$ cat src/sv/trle_pkg.sv
// ----------------------------------------------------------------------------
// trle_pkg
// Shared types and constants of the scanline run-length encoder.
// ----------------------------------------------------------------------------
`default_nettype none

package trle_pkg;

  localparam int unsigned PACKET_MAX  = 128;  // 2 .. 128
  localparam int unsigned BUF_DEPTH   = 128;
  localparam int unsigned BUF_AW      = $clog2(BUF_DEPTH);
  localparam int unsigned LANES       = 4;
  localparam int unsigned LANE_W      = $clog2(LANES);
  localparam int unsigned ROWS        = 2 * BUF_DEPTH / LANES;
  localparam int unsigned ROW_W       = $clog2(ROWS);
  localparam int unsigned MAX_RESULTS = 32;
  localparam int unsigned QDEPTH      = 4;    // power of two
  localparam int unsigned QPTR_W      = $clog2(QDEPTH);
  localparam int unsigned QCNT_W      = $clog2(QDEPTH + 1);

  localparam logic [7:0] PKT_MAX_C = 8'(PACKET_MAX);
  localparam logic [7:0] RAW_LIMIT = 8'(MAX_RESULTS * LANES - 3);

  typedef logic [23:0]       pixel_t;
  typedef logic [7:0]        count_t;
  typedef logic [QCNT_W-1:0] qcnt_t;

  typedef enum logic [1:0] {
    CMD_RUN    = 2'd0,
    CMD_SINGLE = 2'd1,
    CMD_RAW    = 2'd2
  } cmd_kind_e;

  typedef struct packed {
    cmd_kind_e kind;
    logic      bank;
    count_t    count;
    pixel_t    pixel;
  } cmd_t;

  typedef struct packed {
    logic              en;
    logic              bank;
    logic [BUF_AW-1:0] idx;
    pixel_t            data;
  } buf_wr_t;

  typedef struct packed {
    logic done;
    logic bank;
  } bank_rel_t;

endpackage

`default_nettype wire

$ cat src/sv/trle_cmd_queue.sv
// ----------------------------------------------------------------------------
// trle_cmd_queue
// Short command queue between front and back, up to two pushes per cycle.
// ----------------------------------------------------------------------------
`default_nettype none

module trle_cmd_queue import trle_pkg::*; (
  input  logic  clk_i,
  input  logic  rst_ni,
  input  logic  push0_i,
  input  logic  push1_i,
  input  cmd_t  cmd0_i,
  input  cmd_t  cmd1_i,
  output qcnt_t free_o,
  output logic  valid_o,
  output cmd_t  head_o,
  input  logic  pop_i
);

  cmd_t              ent_q [QDEPTH];
  logic [QPTR_W-1:0] wptr_q, rptr_q, wptr1;
  qcnt_t             count_q;

  assign wptr1   = wptr_q + QPTR_W'(1);
  assign valid_o = (count_q != '0);
  assign head_o  = ent_q[rptr_q];
  assign free_o  = qcnt_t'(QDEPTH) - count_q;

  always_ff @(posedge clk_i) begin
    if (push0_i) begin
      ent_q[wptr_q] <= cmd0_i;
    end
    if (push1_i) begin
      ent_q[wptr1] <= cmd1_i;
    end
  end

  always_ff @(posedge clk_i or negedge rst_ni) begin
    if (!rst_ni) begin
      wptr_q  <= '0;
      rptr_q  <= '0;
      count_q <= '0;
    end else begin
      wptr_q  <= wptr_q + QPTR_W'(push0_i) + QPTR_W'(push1_i);
      rptr_q  <= rptr_q + QPTR_W'(pop_i);
      count_q <= count_q + qcnt_t'(push0_i) + qcnt_t'(push1_i) - qcnt_t'(pop_i);
    end
  end

`ifndef SYNTH
  a_no_overflow: assert property (@(posedge clk_i) disable iff (!rst_ni)
    (qcnt_t'(push0_i) + qcnt_t'(push1_i)) <= free_o)
    else $error("command queue overflow");

  a_pop_nonempty: assert property (@(posedge clk_i) disable iff (!rst_ni)
    pop_i |-> valid_o)
    else $error("pop from empty command queue");
`endif

endmodule

`default_nettype wire

$ cat config.mk
export PLATFORM = sky130hd
export DESIGN_NAME = trle_cmd_queue
export DESIGN_NICKNAME = d
export VERILOG_FILES = /design/src/sv/trle_pkg.sv /design/src/sv/trle_cmd_queue.sv
export SDC_FILE = /design/constraint.sdc
export NUM_CORES = 1
export LEC_CHECK = 0
export BUFFER_PORTS_ARGS = -buffer_cell sky130_fd_sc_hd__buf_2
export CORE_UTILIZATION = 51
export DETAILED_ROUTE_END_ITERATION = 16
export PLACE_DENSITY = 0.82
export SLEW_MARGIN = 40
export SYNTH_ARGS = -nofsm -noshare
export SYNTH_HDL_FRONTEND = slang
export SYNTH_SLANG_ARGS = --single-unit
$ cat constraint.sdc
create_clock -name clk_i -period 3.9 [get_ports clk_i]
set_clock_uncertainty 0.15 [all_clocks]
set_input_delay 0.585 -clock clk_i [delete_from_list [all_inputs] [get_ports clk_i]]
set_output_delay 0.585 -clock clk_i [all_outputs]
set_load 0.005 [all_outputs]
==> metrics.cfg <==
[clock_tree]
cts_sinks=147
cts_setup_buffers=0
cts_tree=built
cts_max_level=4
cts_inserted_buffers=17
clkTransAtPathRegs_ns=0.06
clock_path_buffers=2
worstSkewPairLatency_ns=0.42
clock-root-buffer=clkbuf_16

[finish]
regArea_um2=4380
stdcell_area_um2=8610
multi_input_area_um2=2640
utilization=0.640
final_cell_mix=edfxtp_1, mux2_2, buf_2
final_cells=690
area_growth_pct=20.4
drive_gt1_frac=0.660
final_common_cell=edfxtp_1
fill_cells=951
fin_nets=581

[logic_synthesis]
syn_area_um2=7150
ys.flop_type=edfxtp_1
synth_cells=376
ys_seq_area_frac=0.613
avgSynthCellArea_um2=19.0
syn-num-nets=458
synth_seq_cells=147
ys_warn_count=0
synth_cell_types=22
synth_edf_count=140
async_flop_share=0.0476

[critical_path]
startpoint_type=flop
cp-end-kind=output pin
path_cells=buf_12 > mux4_2 > buf_2
critical_path.top_delay_family=flip-flops
required_ns=3.16
critPathMaxFanout=19
crit_type=reg -> out
slowest_delay_ns=0.83
worst_ep_arrival_time_ns=2.29
slowest_stage=dfrtp_2
path_buf_inv=2

[global_route]
grt_pass1_vias=4274
grtUsageMet2=0.357
grtUsageMet3=0.0571
antenna_found_initial=1
grt_max_degree=37
grt_pass1_wl_mm=23.7
grt_usage=0.227
grt_remaining_overflow=0
grt_busiest_layer=met2
met1_usage=0.310

[timing]
slew_violations=0
slew_headroom=0.518
finalCritPeriodShare=0.775
hold_viol=0
fin_crit_ns=3.02
clock.fmax_mhz=331
worstMarginPinSlew_ns=0.723
setup_viol=0
rsz0062_at_grt=false
setup-tns-final_ns=0
hold-worst-slack_ns=0.269

[detailed_routing]
drc=0
finalWirelength_mm=15.2
drtPass1Iterations=4
drtIter0Drc=337
routed_via_density=5.84
ant_nets=0
wl_per_cell_um=22.0
vias=4029

[placed_design]
gpl.final_weighted_congestion=0.724
port_buffers=113
dp.cells=655
place_area_um2=7990
hpwl_mm=9.65

[pwr]
p_leak_nw=3.17
seq_power_share=0.413
power_density_nw_per_um2=760
p_int_mw=4.60
swShare=0.297
clkPwrFrac=0.253
vdd_drop_max_mv=0.434
p_switching_mw=1.94
power_frac_comb=0.334

[min_path]
hp-class=in -> reg

[die]
rows=42
die_h_um=120
dieArea_um2=14500
boundaryPins=114
core_um2=13500
die_x_um=120
start_util=0.531

[outcome]
outcome=completed

[job]
maxCapViolCount=0

## Yosys cell counts, types with 3 or more instances
cell type	count	area [um^2]
mux2_2	138	1550
ha_1	4	50.1
mux4_2	35	788
fa_1	3	60.1
edfxtp_1	140	4200
buf_2	16	80.1
dfrtp_1	7	175
buf_4	3	22.5
buf_6	3	33.8
inv_1	9	33.8
## per-layer routing
metal / wire [um] / up-vias
met1: 6790 / 2075
met3: 908 / 21
met5: 0 / -
met4: 264 / 0
met2: 7190 / 163
li1: - / 1770
## state kept, by name, summed over array words and instances, names as in the netlist
name	count
wptr_q	2
count_q	3
rptr_q	2
ent_q	140
## kinds of logic after synthesis
family / Yosys count / share of synthesized area
adders and majority gates: 7 / 0.0154
xor gates and xnor gates: 4 / 0.00490
buffers and inverters: 33 / 0.0249
and+or+nand+nor: 7 / 0.00858
muxes: 176 / 0.332
AOI/OAI and AO/OA: 2 / 0.00140
DFF: 147 / 0.613
## through the flow
step | setup WS, ns | total power [mW]
global placement | 1.21 | 4.84
detailed placement | 1.21 | 4.94
CTS | 0.814 | 6.58
global route | 0.740 | 6.84
floorplan | 0.0970 | 4.06
finish | 0.879 | 6.54
## repair_timing
item,CTS,global route
hold endpoints to repair,7,0
resized for setup,0,0
hold buffers,1,0
## final timing paths
check,cells past startpoint,to,startpoint,slack [ns]
min,2,rptr_q[0]$_DFF_PN0_,pop_i,0.27
max in group asynchronous,2,rptr_q[1]$_DFF_PN0_,rst_ni,3.05
max reg2reg,3,ent_q[0][19]$_DFFE_PP_,wptr_q[1]$_DFF_PN0_,1.26
max,3,head_o[0],rptr_q[0]$_DFF_PN0_,0.88
min in group asynchronous,2,rptr_q[1]$_DFF_PN0_,rst_ni,0.37
min reg2reg,2,count_q[2]$_DFF_PN0_,count_q[2]$_DFF_PN0_,0.38
## cell type report
| cell class | instances | share of cell area |
|---|---|---|
| antenna | 2 | 0.000582 |
| tap | 176 | 0.0256 |
| sequential | 147 | 0.509 |
| clock inverter | 10 | 0.0153 |
| timing repair buffer | 128 | 0.0848 |
| multi-input combinational | 196 | 0.306 |
| inverter | 9 | 0.00393 |
| clock buffer | 22 | 0.0539 |
## power groups by stage
stage | combinational [mW] | sequential, mW | clock [mW]
after CTS | 2.21 | 2.71 | 1.66
after detailed placement | 2.19 | 2.74 | 0
after global routing | 2.35 | 2.76 | 1.72
after floorplan | 1.53 | 2.53 | 0
after global placement | 2.12 | 2.72 | 0
final | 2.18 | 2.70 | 1.65
## worst register-to-register path, delay by kind of cell (launching register included)
| family | cells | cell delay [ns] |
|---|---|---|
| buffers and inverters | 1 | 0.45 |
| DFF | 1 | 0.66 |
| and+or+nand+nor | 1 | 0.58 |
| AOI/OAI and AO/OA | 1 | 0.46 |
No activity file was read; power rests on OpenSTA's default activity.
