$ cat src/sv/trle_pkg.sv
// ----------------------------------------------------------------------------
// trle_pkg
// Shared types and constants of the scanline run-length encoder.
// ----------------------------------------------------------------------------
`default_nettype none

package trle_pkg;

  localparam int unsigned PACKET_MAX  = 128;  // 2 .. 128
  localparam int unsigned BUF_DEPTH   = 128;
  localparam int unsigned BUF_AW      = $clog2(BUF_DEPTH);
  localparam int unsigned LANES       = 4;
  localparam int unsigned LANE_W      = $clog2(LANES);
  localparam int unsigned ROWS        = 2 * BUF_DEPTH / LANES;
  localparam int unsigned ROW_W       = $clog2(ROWS);
  localparam int unsigned MAX_RESULTS = 32;
  localparam int unsigned QDEPTH      = 4;    // power of two
  localparam int unsigned QPTR_W      = $clog2(QDEPTH);
  localparam int unsigned QCNT_W      = $clog2(QDEPTH + 1);

  localparam logic [7:0] PKT_MAX_C = 8'(PACKET_MAX);
  localparam logic [7:0] RAW_LIMIT = 8'(MAX_RESULTS * LANES - 3);

  typedef logic [23:0]       pixel_t;
  typedef logic [7:0]        count_t;
  typedef logic [QCNT_W-1:0] qcnt_t;

  typedef enum logic [1:0] {
    CMD_RUN    = 2'd0,
    CMD_SINGLE = 2'd1,
    CMD_RAW    = 2'd2
  } cmd_kind_e;

  typedef struct packed {
    cmd_kind_e kind;
    logic      bank;
    count_t    count;
    pixel_t    pixel;
  } cmd_t;

  typedef struct packed {
    logic              en;
    logic              bank;
    logic [BUF_AW-1:0] idx;
    pixel_t            data;
  } buf_wr_t;

  typedef struct packed {
    logic done;
    logic bank;
  } bank_rel_t;

endpackage

`default_nettype wire

$ cat src/sv/trle_front.sv
// ----------------------------------------------------------------------------
// trle_front
// Accepts pixels, tracks the open packet and issues packet commands.
// ----------------------------------------------------------------------------
`default_nettype none

module trle_front import trle_pkg::*; (
  input  logic      clk_i,
  input  logic      rst_ni,
  input  logic      in_valid_i,
  input  pixel_t    pixel_value_i,
  input  logic      line_end_i,
  output logic      in_stall_o,
  input  qcnt_t     q_free_i,
  output logic      push0_o,
  output logic      push1_o,
  output cmd_t      cmd0_o,
  output cmd_t      cmd1_o,
  output buf_wr_t   wr_o,
  input  bank_rel_t rel_i
);

  typedef enum logic [3:0] {
    M_IDLE = 4'b0001,
    M_ONE  = 4'b0010,
    M_RUN  = 4'b0100,
    M_RAW  = 4'b1000
  } mode_e;

  mode_e      mode_q, mode_d;
  count_t     count_q, count_d;
  pixel_t     last_q, last_d;
  logic       wbank_q, wbank_d;
  logic [1:0] busy_q, busy_d;

  logic    accept, bank_flush, eq, p0, p1;
  count_t  grow;
  cmd_t    c0, c1;
  buf_wr_t wr;

  assign eq   = (pixel_value_i == last_q);
  assign grow = count_q + 8'd1;

  always_comb begin
    mode_d     = mode_q;
    count_d    = count_q;
    last_d     = last_q;
    wbank_d    = wbank_q;
    p0         = 1'b0;
    p1         = 1'b0;
    bank_flush = 1'b0;
    c0         = '{kind: CMD_RUN, bank: wbank_q, count: count_q, pixel: last_q};
    c1         = '{kind: CMD_SINGLE, bank: wbank_q, count: 8'd1, pixel: pixel_value_i};
    wr         = '{en: 1'b0, bank: wbank_q, idx: '0, data: pixel_value_i};
    case (mode_q)
      M_ONE: begin
        count_d = 8'd2;
        if (eq) begin
          mode_d = M_RUN;
        end else begin
          wr.en  = 1'b1;
          wr.idx = BUF_AW'(1);
          last_d = pixel_value_i;
          mode_d = M_RAW;
        end
        if (PKT_MAX_C <= 8'd2 || line_end_i) begin
          p0       = 1'b1;
          c0.count = 8'd2;
          if (!eq) begin
            c0.kind    = CMD_RAW;
            bank_flush = 1'b1;
            wbank_d    = ~wbank_q;
          end
          mode_d  = M_IDLE;
          count_d = '0;
        end
      end
      M_RUN: begin
        if (eq) begin
          count_d = grow;
          if (grow >= PKT_MAX_C || line_end_i) begin
            p0       = 1'b1;
            c0.count = grow;
            mode_d   = M_IDLE;
            count_d  = '0;
          end
        end else begin
          p0      = 1'b1;
          wr.en   = 1'b1;
          last_d  = pixel_value_i;
          count_d = 8'd1;
          mode_d  = M_ONE;
          if (line_end_i) begin
            p1      = 1'b1;
            mode_d  = M_IDLE;
            count_d = '0;
          end
        end
      end
      M_RAW: begin
        c0.kind    = CMD_RAW;
        p0         = 1'b0;
        if (!eq || (line_end_i && count_q >= RAW_LIMIT)) begin
          wr.en   = 1'b1;
          wr.idx  = count_q[BUF_AW-1:0];
          count_d = grow;
          last_d  = pixel_value_i;
          if (grow >= PKT_MAX_C || line_end_i) begin
            p0         = 1'b1;
            c0.count   = grow;
            bank_flush = 1'b1;
            wbank_d    = ~wbank_q;
            mode_d     = M_IDLE;
            count_d    = '0;
          end
        end else begin
          p0         = 1'b1;
          bank_flush = 1'b1;
          wbank_d    = ~wbank_q;
          wr.en      = 1'b1;
          wr.bank    = ~wbank_q;
          last_d     = pixel_value_i;
          count_d    = 8'd1;
          mode_d     = M_ONE;
          if (line_end_i) begin
            p1      = 1'b1;
            mode_d  = M_IDLE;
            count_d = '0;
          end
        end
      end
      default: begin
        wr.en   = 1'b1;
        last_d  = pixel_value_i;
        count_d = 8'd1;
        mode_d  = M_ONE;
        if (line_end_i) begin
          p1      = 1'b1;
          mode_d  = M_IDLE;
          count_d = '0;
        end
      end
    endcase
  end

  // a bank flush moves writing to the other bank, which must be drained
  assign in_stall_o = (q_free_i < qcnt_t'(2)) || (bank_flush && busy_q[~wbank_q]);
  assign accept     = in_valid_i && !in_stall_o;

  assign push0_o = accept && (p0 || p1);
  assign push1_o = accept && p0 && p1;
  assign cmd0_o  = p0 ? c0 : c1;
  assign cmd1_o  = c1;

  always_comb begin
    wr_o    = wr;
    wr_o.en = wr.en && accept;
  end

  always_comb begin
    busy_d = busy_q;
    if (rel_i.done) begin
      busy_d[rel_i.bank] = 1'b0;
    end
    if (accept && bank_flush) begin
      busy_d[wbank_q] = 1'b1;
    end
  end

  always_ff @(posedge clk_i or negedge rst_ni) begin
    if (!rst_ni) begin
      mode_q  <= M_IDLE;
      count_q <= '0;
      last_q  <= '0;
      wbank_q <= 1'b0;
      busy_q  <= '0;
    end else begin
      busy_q <= busy_d;
      if (accept) begin
        mode_q  <= mode_d;
        count_q <= count_d;
        last_q  <= last_d;
        wbank_q <= wbank_d;
      end
    end
  end

`ifndef SYNTH
  a_wr_free_bank: assert property (@(posedge clk_i) disable iff (!rst_ni)
    wr_o.en |-> !busy_q[wr_o.bank])
    else $error("pixel written into a bank still being drained");

  a_open_count: assert property (@(posedge clk_i) disable iff (!rst_ni)
    count_q < PKT_MAX_C)
    else $error("open packet reached its size limit without closing");
`endif

endmodule

`default_nettype wire

$ cat config.mk
export PLATFORM = sky130hd
export DESIGN_NAME = trle_front
export DESIGN_NICKNAME = d
export VERILOG_FILES = /design/src/sv/trle_pkg.sv /design/src/sv/trle_front.sv
export SDC_FILE = /design/constraint.sdc
export NUM_CORES = 1
export LEC_CHECK = 0
export BUFFER_PORTS_ARGS = -buffer_cell sky130_fd_sc_hd__clkbuf_2
export CORE_ASPECT_RATIO = 0.75
export CORE_UTILIZATION = 48
export DETAILED_ROUTE_END_ITERATION = 8
export PLACE_DENSITY = 0.76
export SLEW_MARGIN = 20
export SYNTH_ARGS = -nofsm -noshare
export SYNTH_HDL_FRONTEND = slang
export SYNTH_SLANG_ARGS = --single-unit
$ cat constraint.sdc
create_clock -name clk_i -period 6.55 [get_ports clk_i]
set_input_delay 1.31 -clock clk_i [delete_from_list [all_inputs] [get_ports clk_i]]
set_output_delay 1.31 -clock clk_i [all_outputs]
set_load 0.05 [all_outputs]
==> qor.yml, run 1 <==
sta:
  slew_viol_final: 0
  fin_crit_ps: 5381
  skew_ps: 8.105
  max_freq_mhz: 185.9
  period_share: 0.8215
  rsz0062_at_grt: "false"
  relSlewSlack: 0.4082
  final_hold_viol_count: 0
  tightest_slew_ps: 887.7
  setup_total_negative_slack_ps: 0
  setup_viol: 0
routing:
  vias: 2749
  drt_iter0_markers: 193
  viasPerCell: 5.390
  drtAntennaViolNets: 0
  drtPass1Iterations: 4
  routed_wl_microns: 7728
  drc: 0
  routedWlPerCell_microns: 15.15
yosys:
  synth.top_cells.by_count: "62 x buf_4, 38 x dfrtp_1, 31 x mux2_2"
  yosysMostFrequentCell: "buf_4"
  synth_edf_count: 0
  ys_ff_latch: 39
  seq_area_frac_synth: 0.2892
  synthesis.area_sq_um: 3379
  synth_cell_types: 47
  syn-mean-instance-area_sq_um: 9.493
  ys.warnings.count: 0
  synthFlopType: "dfrtp_1"
  synth_top_area_share: 0.2814
  async_reset_ff_frac: 1.000
  synth.area.top_cells: "dfrtp_1 28%, buf_4 14%, mux2_2 10%"
  synth_largest_area_cell: "dfrtp_1"
  synth_cells: 356
clock_tree:
  root_buffer: "clkbuf_8"
  cts.sinks: 39
  cts_buffers: 5
  hold_buffers: 0
  cts_buffer_depth: 2
  cts_htree_levels: 2
  cts_tree: "done"
  cts_setup_buffers: 0
  ctsResizeCount: 0
  clock_latency_ps: 290
  clk_pin_slew_ps: 70
floorplan:
  io-pin-count: 139
  core_area_sq_um: 6799
  die_width_microns: 98.89
  fp.dieH_microns: 74.67
  dieArea_sq_um: 7384
  fp-row-count: 26
  initial_core_util: 0.4971
critical_path:
  worstPathArrival_ps: 4070
  cp.required_ps: 5240
  r2r_start: "last_q[12]"
  ff2ff_path_depth: 9
  timing.rr.end: "last_q[3]"
  critical_path.max_stage_delay_ps: 770
  path_common_cell: "clkbuf_2"
  path_class: "input port to output port"
  crit_slowest_cell: "or3_2"
  rrSetupSlack_ps: 3140
  critPathCaptureType: "output port"
  crit_chain: "clkbuf_2, xnor2_1, nand4_1, nor4_4, and2_1, nor4_1, or3_2, buf_4, a21oi_1, clkbuf_2"
  worst_setup_path_start_kind: "input port"
  worstSetupStartpoint: "pixel_value_i[12]"
  crit_fanout: 25
power_and_ir_drop:
  p_clk_frac: 0.203
  p_per_area_nw_per_um2: 238.8
  seqPwrFrac: 0.348
  p_leak_nw: 1.817
  power_mw: 0.8898
  p_sw_frac: 0.4457
  power_frac_comb: 0.449
  power_switching_mw: 0.3966
  peakVddDrop_mv: 0.08270
  power.internal_mw: 0.4932
hold_path:
  hp-class: "register to register"
  worstHoldStart: "busy_q[1]"
  worstHoldEndpoint: "busy_q[1]"
  min_path_cells: 2
global_route:
  busiest_layer: "met2"
  grt_pass1_wl_microns: 12230
  grtUsageMet1: 0.2941
  grt_start_max_net_pins: 40
  grt_usage: 0.2108
  grt_pass1_vias: 2438
  grt_remaining_overflow: 0
  grt_util_met3: 0.03343
  antenna_found_initial: 0
  use_met2: 0.3450
final_layout:
  layout.nets: 462
  drive_gt1_frac: 0.4671
  num_antenna_cells: 0
  fillers: 637
  syn2layout_area_growth_pct: 10.26
placement:
  port_buffers: 127
  dpl.hpwl_microns: 5747
  place.gp.congestion: 0.9117
job:
  max_cap_violations: 0
run_status:
  status: "complete, no violations"
## layout by cell type, fill, tap and decap left out, drive strengths merged, types with 2 or more instances in the layout
cell type,synthesis,final
nor2b,2,2
xnor2,26,26
or3,4,4
nor4,3,3
o31ai,6,6
a31o,2,2
nor2,14,14
nand3,9,9
o211ai,5,5
and2,11,11
nand2b,7,7
conb,2,10
mux2,50,50
a21oi,17,17
nand4,7,7
clkbuf,6,134
or2,2,2
a22oi,6,6
nand2,11,11
ha,4,4
inv,10,10
a31oi,4,4
nor3,4,4
o22ai,4,4
dfrtp,38,38
o21ai,17,17
buf,71,5
## critical path, delay by kind of cell
| kind | cells | cell delay (ps) |
|---|---|---|
| AO/OA/AOI/OAI | 1 | 150 |
| XOR/XNOR | 1 | 220 |
| buffers and inverters | 3 | 730 |
| AND/OR/NAND/NOR | 5 | 1660 |
## cell type report
type	instances	area [sq um]	share of cell area
timing repair buffer	131	665.6	0.1786
clock buffer	8	100.1	0.02686
inverter	11	46.29	0.01242
tap	84	105.1	0.02821
sequential	39	977.2	0.2623
multi-input combinational	237	1832	0.4916
## per-layer routing
layer,vias up,wire length [microns]
li1,1318,-
met1,1316,3572
met2,108,3665
met3,7,431
met4,0,59
met5,-,0
## flip-flops by register name (all words and copies together) (netlist names)
| name | cells |
|---|---|
| wbank_q | 1 |
| last_q | 24 |
| busy_q | 2 |
| count_q | 8 |
| mode_q | 4 |
## per-stage QoR
stage	worst slack (ps)	hold slack [ps]	cells	cell area (sq um)	util
2_1_floorplan	1409	444.1	364	3410	-
3_3_place_gp	906.9	460.9	502	3625	0.5331
3_5_place_dp	892.9	468.6	502	3625	0.5331
4_1_cts	875.6	484.4	510	3725	0.5478
5_1_grt	1022	504.5	510	3726	0.5480
6_report	1169	477.9	510	3726	0.5480
## how the worst max path moves through the flow
| stage | end | cells past startpoint |
|---|---|---|
| after floorplan | push1_o | 8 |
| after global placement | cmd0_o[24] | 10 |
| after detailed placement | cmd0_o[24] | 10 |
| after CTS | cmd0_o[24] | 10 |
| after global routing | cmd0_o[25] | 10 |
| final | cmd0_o[31] | 10 |
## cell families after synthesis
family | after synthesis | synth area share
compound gates | 67 | 0.1248
xor+xnor | 26 | 0.06738
fa+ha+maj | 4 | 0.01481
buf+inv | 88 | 0.1788
flops | 39 | 0.2892
mux | 51 | 0.1907
other cells | 2 | 0.002222
simple gates | 79 | 0.1322
## power by group through the flow
stage | combinational (mW) | clock, mW | sequential, mW
after CTS | 0.402 | 0.186 | 0.309
after detailed placement | 0.399 | 0 | 0.313
final | 0.400 | 0.180 | 0.310
after floorplan | 0.351 | 0 | 0.304
after global routing | 0.424 | 0.197 | 0.315
after global placement | 0.394 | 0 | 0.311
Note: power is estimated with default switching activity, not from simulation.
==> run 2: changes to the inputs <==
--- a/config.mk
+++ b/config.mk
@@ -7,9 +7,9 @@
 export LEC_CHECK = 0
 export BUFFER_PORTS_ARGS = -buffer_cell sky130_fd_sc_hd__clkbuf_2
 export CORE_ASPECT_RATIO = 0.75
-export CORE_UTILIZATION = 48
+export CORE_UTILIZATION = 45
 export DETAILED_ROUTE_END_ITERATION = 8
-export PLACE_DENSITY = 0.76
+export PLACE_DENSITY = 0.74
 export SLEW_MARGIN = 20
 export SYNTH_ARGS = -nofsm -noshare
 export SYNTH_HDL_FRONTEND = slang
==> constraint.sdc (replaced) <==
create_clock -name clk_i -period 4.5 [get_ports clk_i]
set_input_delay 0.9 -clock clk_i [delete_from_list [all_inputs] [get_ports clk_i]]
set_output_delay 0.9 -clock clk_i [all_outputs]
set_load 0.05 [all_outputs]
==> run 2 against run 1 <==
Against the previous run:
- combinational power rose by 48%
- clock-buffer cell count is 3 lower
- clock skew decreased by 1.8 ps
- hold slack improved by 24 ps
- sequential cell count did not move
- sequential share of layout area fell by 0.89 points
- register-to-register slack worse by 1800 ps
- first-iteration DRC count is 4.1% higher
- die area up 6.5%
- routed wire length is 0.75% higher
- power increased by 50%
- core utilization up 0.094 points
- largest cell class unchanged
- highest routed layer unchanged
==> qor.yml, run 2 (synthesis results as in run 1) <==
run_status:
  status: "complete, no violations"
critical_path:
  crit_fanout: 24  # -4.0%
  critPathCaptureType: "output port"
  cp.required_ps: 3600  # -1640 ps
  path_class: "input port to output port"
  worstPathArrival_ps: 3470  # -600 ps
  worst_setup_path_start_kind: "input port"
job:
  max_cap_violations: 0  # unchanged
sta:
  tightest_slew_ps: 869.8  # -17.90 ps
  setup_total_negative_slack_ps: 0  # unchanged
  setup_viol: 0  # unchanged
  period_share: 0.9708
  slew_viol_final: 0  # unchanged
  relSlewSlack: 0.4202  # +0.01193
  final_hold_viol_count: 0  # unchanged
  skew_ps: 6.348  # -1.757 ps
  final.setup.worst_slack_ps: 131.2  # -1038 ps
  rsz0062_at_grt: "false"
  fin_crit_ps: 4369
  max_freq_mhz: 228.9
routing:
  drtPass1Iterations: 4  # unchanged
  drc: 0  # unchanged
  routedWlPerCell_microns: 14.75  # -2.7%
  routed_wl_microns: 7786  # +0.75%
  viasPerCell: 5.267  # -2.3%
  vias: 2781  # +1.2%
  drt_iter0_markers: 201  # +4.1%
  drtAntennaViolNets: 0  # unchanged
placement:
  dpl.hpwl_microns: 5991  # +4.2%
  place_ws_ps: 210.8  # -682.1 ps
  port_buffers: 127  # unchanged
  place.gp.congestion: 0.8851  # -2.9%
floorplan:
  initial_core_util: 0.4809  # -0.01611
  fp-row-count: 26  # unchanged
  dieArea_sq_um: 7864  # +6.5%
  core_area_sq_um: 7027  # +3.3%
  io-pin-count: 139  # unchanged
  fp.dieH_microns: 77.05  # +3.2%
  die_width_microns: 102.1  # +3.2%
clock_tree:
  cts_buffers: 5  # unchanged
  hold_buffers: 0  # unchanged
  cts_tree: "done"
  ctsResizeCount: 0  # unchanged
  cts_setup_buffers: 0  # unchanged
  cts_buffer_depth: 2  # unchanged
  root_buffer: "clkbuf_8"
  cts_htree_levels: 2  # unchanged
  clk_pin_slew_ps: 80  # about the same
  cts.sinks: 39  # unchanged
  clock_latency_ps: 300  # about the same
power_and_ir_drop:
  p_per_area_nw_per_um2: 346.0  # +45%
  p_leak_nw: 1.865  # +2.7%
  peakVddDrop_mv: 0.2109  # +160%
final_layout:
  reg_top3: "last_q x24, count_q x8, mode_q x4"
  layout.nets: 466  # +0.87%
  drive_gt1_frac: 0.4721  # +0.004957
  seq_area_sq_um: 977.2  # unchanged
  top_register: "last_q"
  final_cell_mix: "122 x clkbuf_2, 38 x dfrtp_1, 31 x mux2_2"
  syn2layout_area_growth_pct: 14.14
  fillers: 651  # +2.2%
  largest_reg_flops: 24  # unchanged
  num_antenna_cells: 0  # unchanged
  final_common_cell: "clkbuf_2"
  multiInputGateArea_sq_um: 1831  # about the same
global_route:
  grt_pass1_vias: 2593  # +6.4%
  grt_start_max_net_pins: 40  # unchanged
  grt_pass1_wl_microns: 12410  # +1.5%
  antenna_found_initial: 0  # unchanged
  grt_usage: 0.2008  # -0.009996
  grt_remaining_overflow: 0  # unchanged
hold_path:
  hp-class: "register to register"
[run 2: cell types whose count changed in the layout (fill, tap and decap cells not counted), sizes merged]
| cell | before | now |
|---|---|---|
| bufinv | 0 | 1 |
| clkinv | 1 | 3 |
| clkbuf | 134 | 127 |
| buf | 5 | 13 |
[run 2: layout make-up]
cell class / count / share of cell area
clock buffer: 5 / 0.01784
clock inverter: 3 / 0.01135
inverter: 11 / 0.01200
multi-input combinational: 237 / 0.4745
sequential: 39 / 0.2533
tap: 98 / 0.03179
timing repair buffer: 135 / 0.1992
[run 2: per-stage QoR]
stage / cell area [sq um] / power, mW / std cells / util / hold WS (ps)
after CTS: 3857 / 1.348 / 528 / 0.5490 / 506.1
after floorplan: 3410 / 0.9536 / 364 / - / 444.1
after global placement: 3745 / 1.037 / 520 / 0.5329 / 465.5
after global routing: 3857 / 1.405 / 528 / 0.5490 / 529.0
final: 3857 / 1.335 / 528 / 0.5490 / 502.0
after detailed placement: 3745 / 1.048 / 520 / 0.5329 / 487.5
[run 2: layer usage]
layer / wire (microns) / vias up / track usage
li1: - / 1336 / -
met1: 3527 / 1334 / 0.2697
met2: 3679 / 106 / 0.3275
met3: 518 / 5 / 0.04102
met4: 61 / 0 / 0.04857
met5: 0 / - / 0
[run 2: final timing paths]
check,from,endpoint,slack [ps],cells past startpoint
min in group asynchronous,rst_ni,last_q[2],720,1
max in group asynchronous,rst_ni,busy_q[0],3240,1
setup reg to reg,last_q[12],last_q[2],1300,9
setup / recovery,pixel_value_i[12],cmd0_o[2],130,10
hold / removal,busy_q[1],busy_q[1],500,2
hold reg to reg,busy_q[1],busy_q[1],500,2
[run 2: critical path, stage by stage]
cell and delay, ps:
clkbuf_2 120, xnor2_1 270, nand4_1 220, nor4_4 440, nand2_1 250, nor4_1 250
or3_1 200, buf_12 190, mux2_2 370, clkbuf_2 240
[run 2: where the power goes]
| group | internal, mW | total (mW) | switching, mW |
|---|---|---|---|
| logic | 0.191 | 0.592 | 0.401 |
| registers | 0.396 | 0.449 | 0.0528 |
| clock network | 0.165 | 0.294 | 0.129 |
==> run 3: changes to the inputs <==
==> constraint.sdc (replaced) <==
create_clock -name clk_i -period 4.5 [get_ports clk_i]
set_input_delay 0.45 -clock clk_i [delete_from_list [all_inputs] [get_ports clk_i]]
set_output_delay 0.45 -clock clk_i [all_outputs]
set_load 0.05 [all_outputs]
==> run 3 against run 2 <==
Against the previous run:
- clock power about the same
- combinational power down 2%
- power down 0.52%
- design area down 2.3%
- sequential power about the same
- sequential cell count unchanged
- register-to-register slack better by 70 ps
- highest routed layer unchanged
==> qor.yml, run 3 (synthesis results as in run 1) <==
final_layout:
  fillers: 654  # +0.46%
  drive_gt1_frac: 0.4696  # -0.002467
  syn2layout_area_growth_pct: 11.55
  largest_reg_flops: 24  # unchanged
  final_cells: 526  # -0.38%
  reg_top3: "last_q x24, count_q x8, mode_q x4"
  layout.nets: 464  # -0.43%
  final_cell_mix: "126 x clkbuf_2, 38 x dfrtp_1, 31 x mux2_2"
  top_register: "last_q"
  final_common_cell: "clkbuf_2"
  num_antenna_cells: 0  # unchanged
clock_tree:
  clk_pin_slew_ps: 90  # about the same
  cts_htree_levels: 2  # unchanged
  cts_tree: "done"
  cts.sinks: 39  # unchanged
  root_buffer: "clkbuf_8"
  hold_buffers: 0  # unchanged
  cts_setup_buffers: 0  # unchanged
  cts_buffer_depth: 2  # unchanged
  cts_buffers: 5  # unchanged
  ctsResizeCount: 0  # unchanged
  clock_latency_ps: 290  # about the same
sta:
  slew_viol_final: 0  # unchanged
  rsz0062_at_grt: "false"
  period_share: 0.8825  # -0.08831
  setup_total_negative_slack_ps: 0  # unchanged
  final_hold_viol_count: 0  # unchanged
  fin_crit_ps: 3971  # -397.4 ps
  max_freq_mhz: 251.8  # +10%
  skew_ps: 11.36  # +5.009 ps
  tightest_slew_ps: 919.9  # +50.19 ps
  relSlewSlack: 0.3867  # -0.03346
  setup_viol: 0  # unchanged
placement:
  dp_cells: 518  # -0.38%
  dpl.hpwl_microns: 5714  # -4.6%
  place.gp.congestion: 0.8502  # -3.9%
  port_buffers: 127  # unchanged
critical_path:
  rrSetupSlack_ps: 1370  # +70 ps
  path_class: "register to output port"
  cpLargestDelayFamily: "simple AND/OR/NAND/NOR gates"
  crit_chain: "xnor2_1, nand4_1, nor4_4, nand2_1, nor4_1, or3_1, buf_4, mux2_2, clkbuf_2"
  crit_fanout: 24  # unchanged
  r2r_start: "count_q[5]"
  critical_path.max_stage_delay_ps: 470  # +30 ps
  critPathCaptureType: "output port"
  timing.rr.end: "last_q[11]"
  worstPathArrival_ps: 3520  # +50 ps
  crit_slowest_cell: "nor4_4"
  cp.required_ps: 4050  # +450 ps
  ff2ff_path_depth: 9  # unchanged
  worst_setup_path_start_kind: "register"
  crit_buf_inv: 2  # -1
routing:
  viasPerCell: 5.240  # -0.52%
  drt_iter0_markers: 276  # +37%
  vias: 2756  # -0.90%
  routed_wl_microns: 7678  # -1.4%
  drtPass1Iterations: 4  # unchanged
  routedWlPerCell_microns: 14.60  # -1.0%
  drtAntennaViolNets: 0  # unchanged
  drc: 0  # unchanged
global_route:
  grt_pass1_vias: 2462  # -5.1%
  grt_pass1_wl_microns: 12270  # -1.2%
  grt_usage: 0.1989  # -0.001848
  antenna_found_initial: 0  # unchanged
  grt_remaining_overflow: 0  # unchanged
  grt_start_max_net_pins: 40  # unchanged
power_and_ir_drop:
  p_per_area_nw_per_um2: 352.2  # +1.8%
  peakVddDrop_mv: 0.2139  # +1.4%
  p_leak_nw: 1.833  # -1.7%
floorplan:
  initial_core_util: 0.4809  # unchanged
  core_area_sq_um: 7027  # unchanged
  dieArea_sq_um: 7864  # unchanged
  fp-row-count: 26  # unchanged
  die_width_microns: 102.1  # unchanged
  io-pin-count: 139  # unchanged
  fp.dieH_microns: 77.05  # unchanged
run_status:
  status: "complete, no violations"
hold_path:
  hp-class: "input port to asynchronous set/reset pin"
job:
  max_cap_violations: 0  # unchanged
==> run 3: where the power goes <==
part / internal (mW) / switching, mW / leakage [nW] / total, mW
registers: 0.396 / 0.0532 / 0.479 / 0.449
logic: 0.182 / 0.399 / 1.30 / 0.581
clock network: 0.165 / 0.132 / 0.0581 / 0.297
total: 0.744 / 0.584 / 1.83 / 1.33
==> run 3: per-stage QoR <==
stage | power (mW) | setup WS [ps] | util | cell area [sq um] | hold WS (ps)
4_1_cts | 1.337 | 564.1 | 0.5365 | 3770 | 357.2
2_1_floorplan | 0.9536 | 909.2 | - | 3410 | 154.4
5_1_grt | 1.393 | 329.0 | 0.5365 | 3770 | 345.0
6_report | 1.328 | 528.6 | 0.5365 | 3770 | 285.1
3_3_place_gp | 1.027 | 764.5 | 0.5205 | 3657 | 464.6
3_5_place_dp | 1.037 | 749.0 | 0.5205 | 3657 | 477.3
==> run 3: area by class of cell <==
| type | count | area [sq um] | share of cell area |
|---|---|---|---|
| inverters | 11 | 46.29 | 0.01228 |
| flip-flops and latches | 39 | 977.2 | 0.2592 |
| clock inverters | 3 | 43.79 | 0.01162 |
| repair buffers | 133 | 680.7 | 0.1806 |
| multi-input cells | 237 | 1831 | 0.4856 |
| clock buffers | 5 | 68.82 | 0.01825 |
| well taps | 98 | 122.6 | 0.03253 |
==> run 3: worst max path at each step <==
stage                                  from         to  depth (start not counted)
after floorplan                  count_q[3]    push1_o                         11
after global placement    pixel_value_i[12]  cmd0_o[0]                         10
after detailed placement  pixel_value_i[12]  cmd0_o[2]                         10
after CTS                        last_q[12]  cmd0_o[7]                          9
after global routing             last_q[12]  cmd0_o[2]                          9
final                            last_q[12]  cmd0_o[2]                          9
==> run 3: routing by layer <==
layer | track usage | routed length, microns | up-vias
met5 | 0 | 0 | -
met3 | 0.03829 | 478 | 6
met2 | 0.3067 | 3619 | 124
met1 | 0.2791 | 3500 | 1299
li1 | - | - | 1327
met4 | 0.06000 | 79 | 0
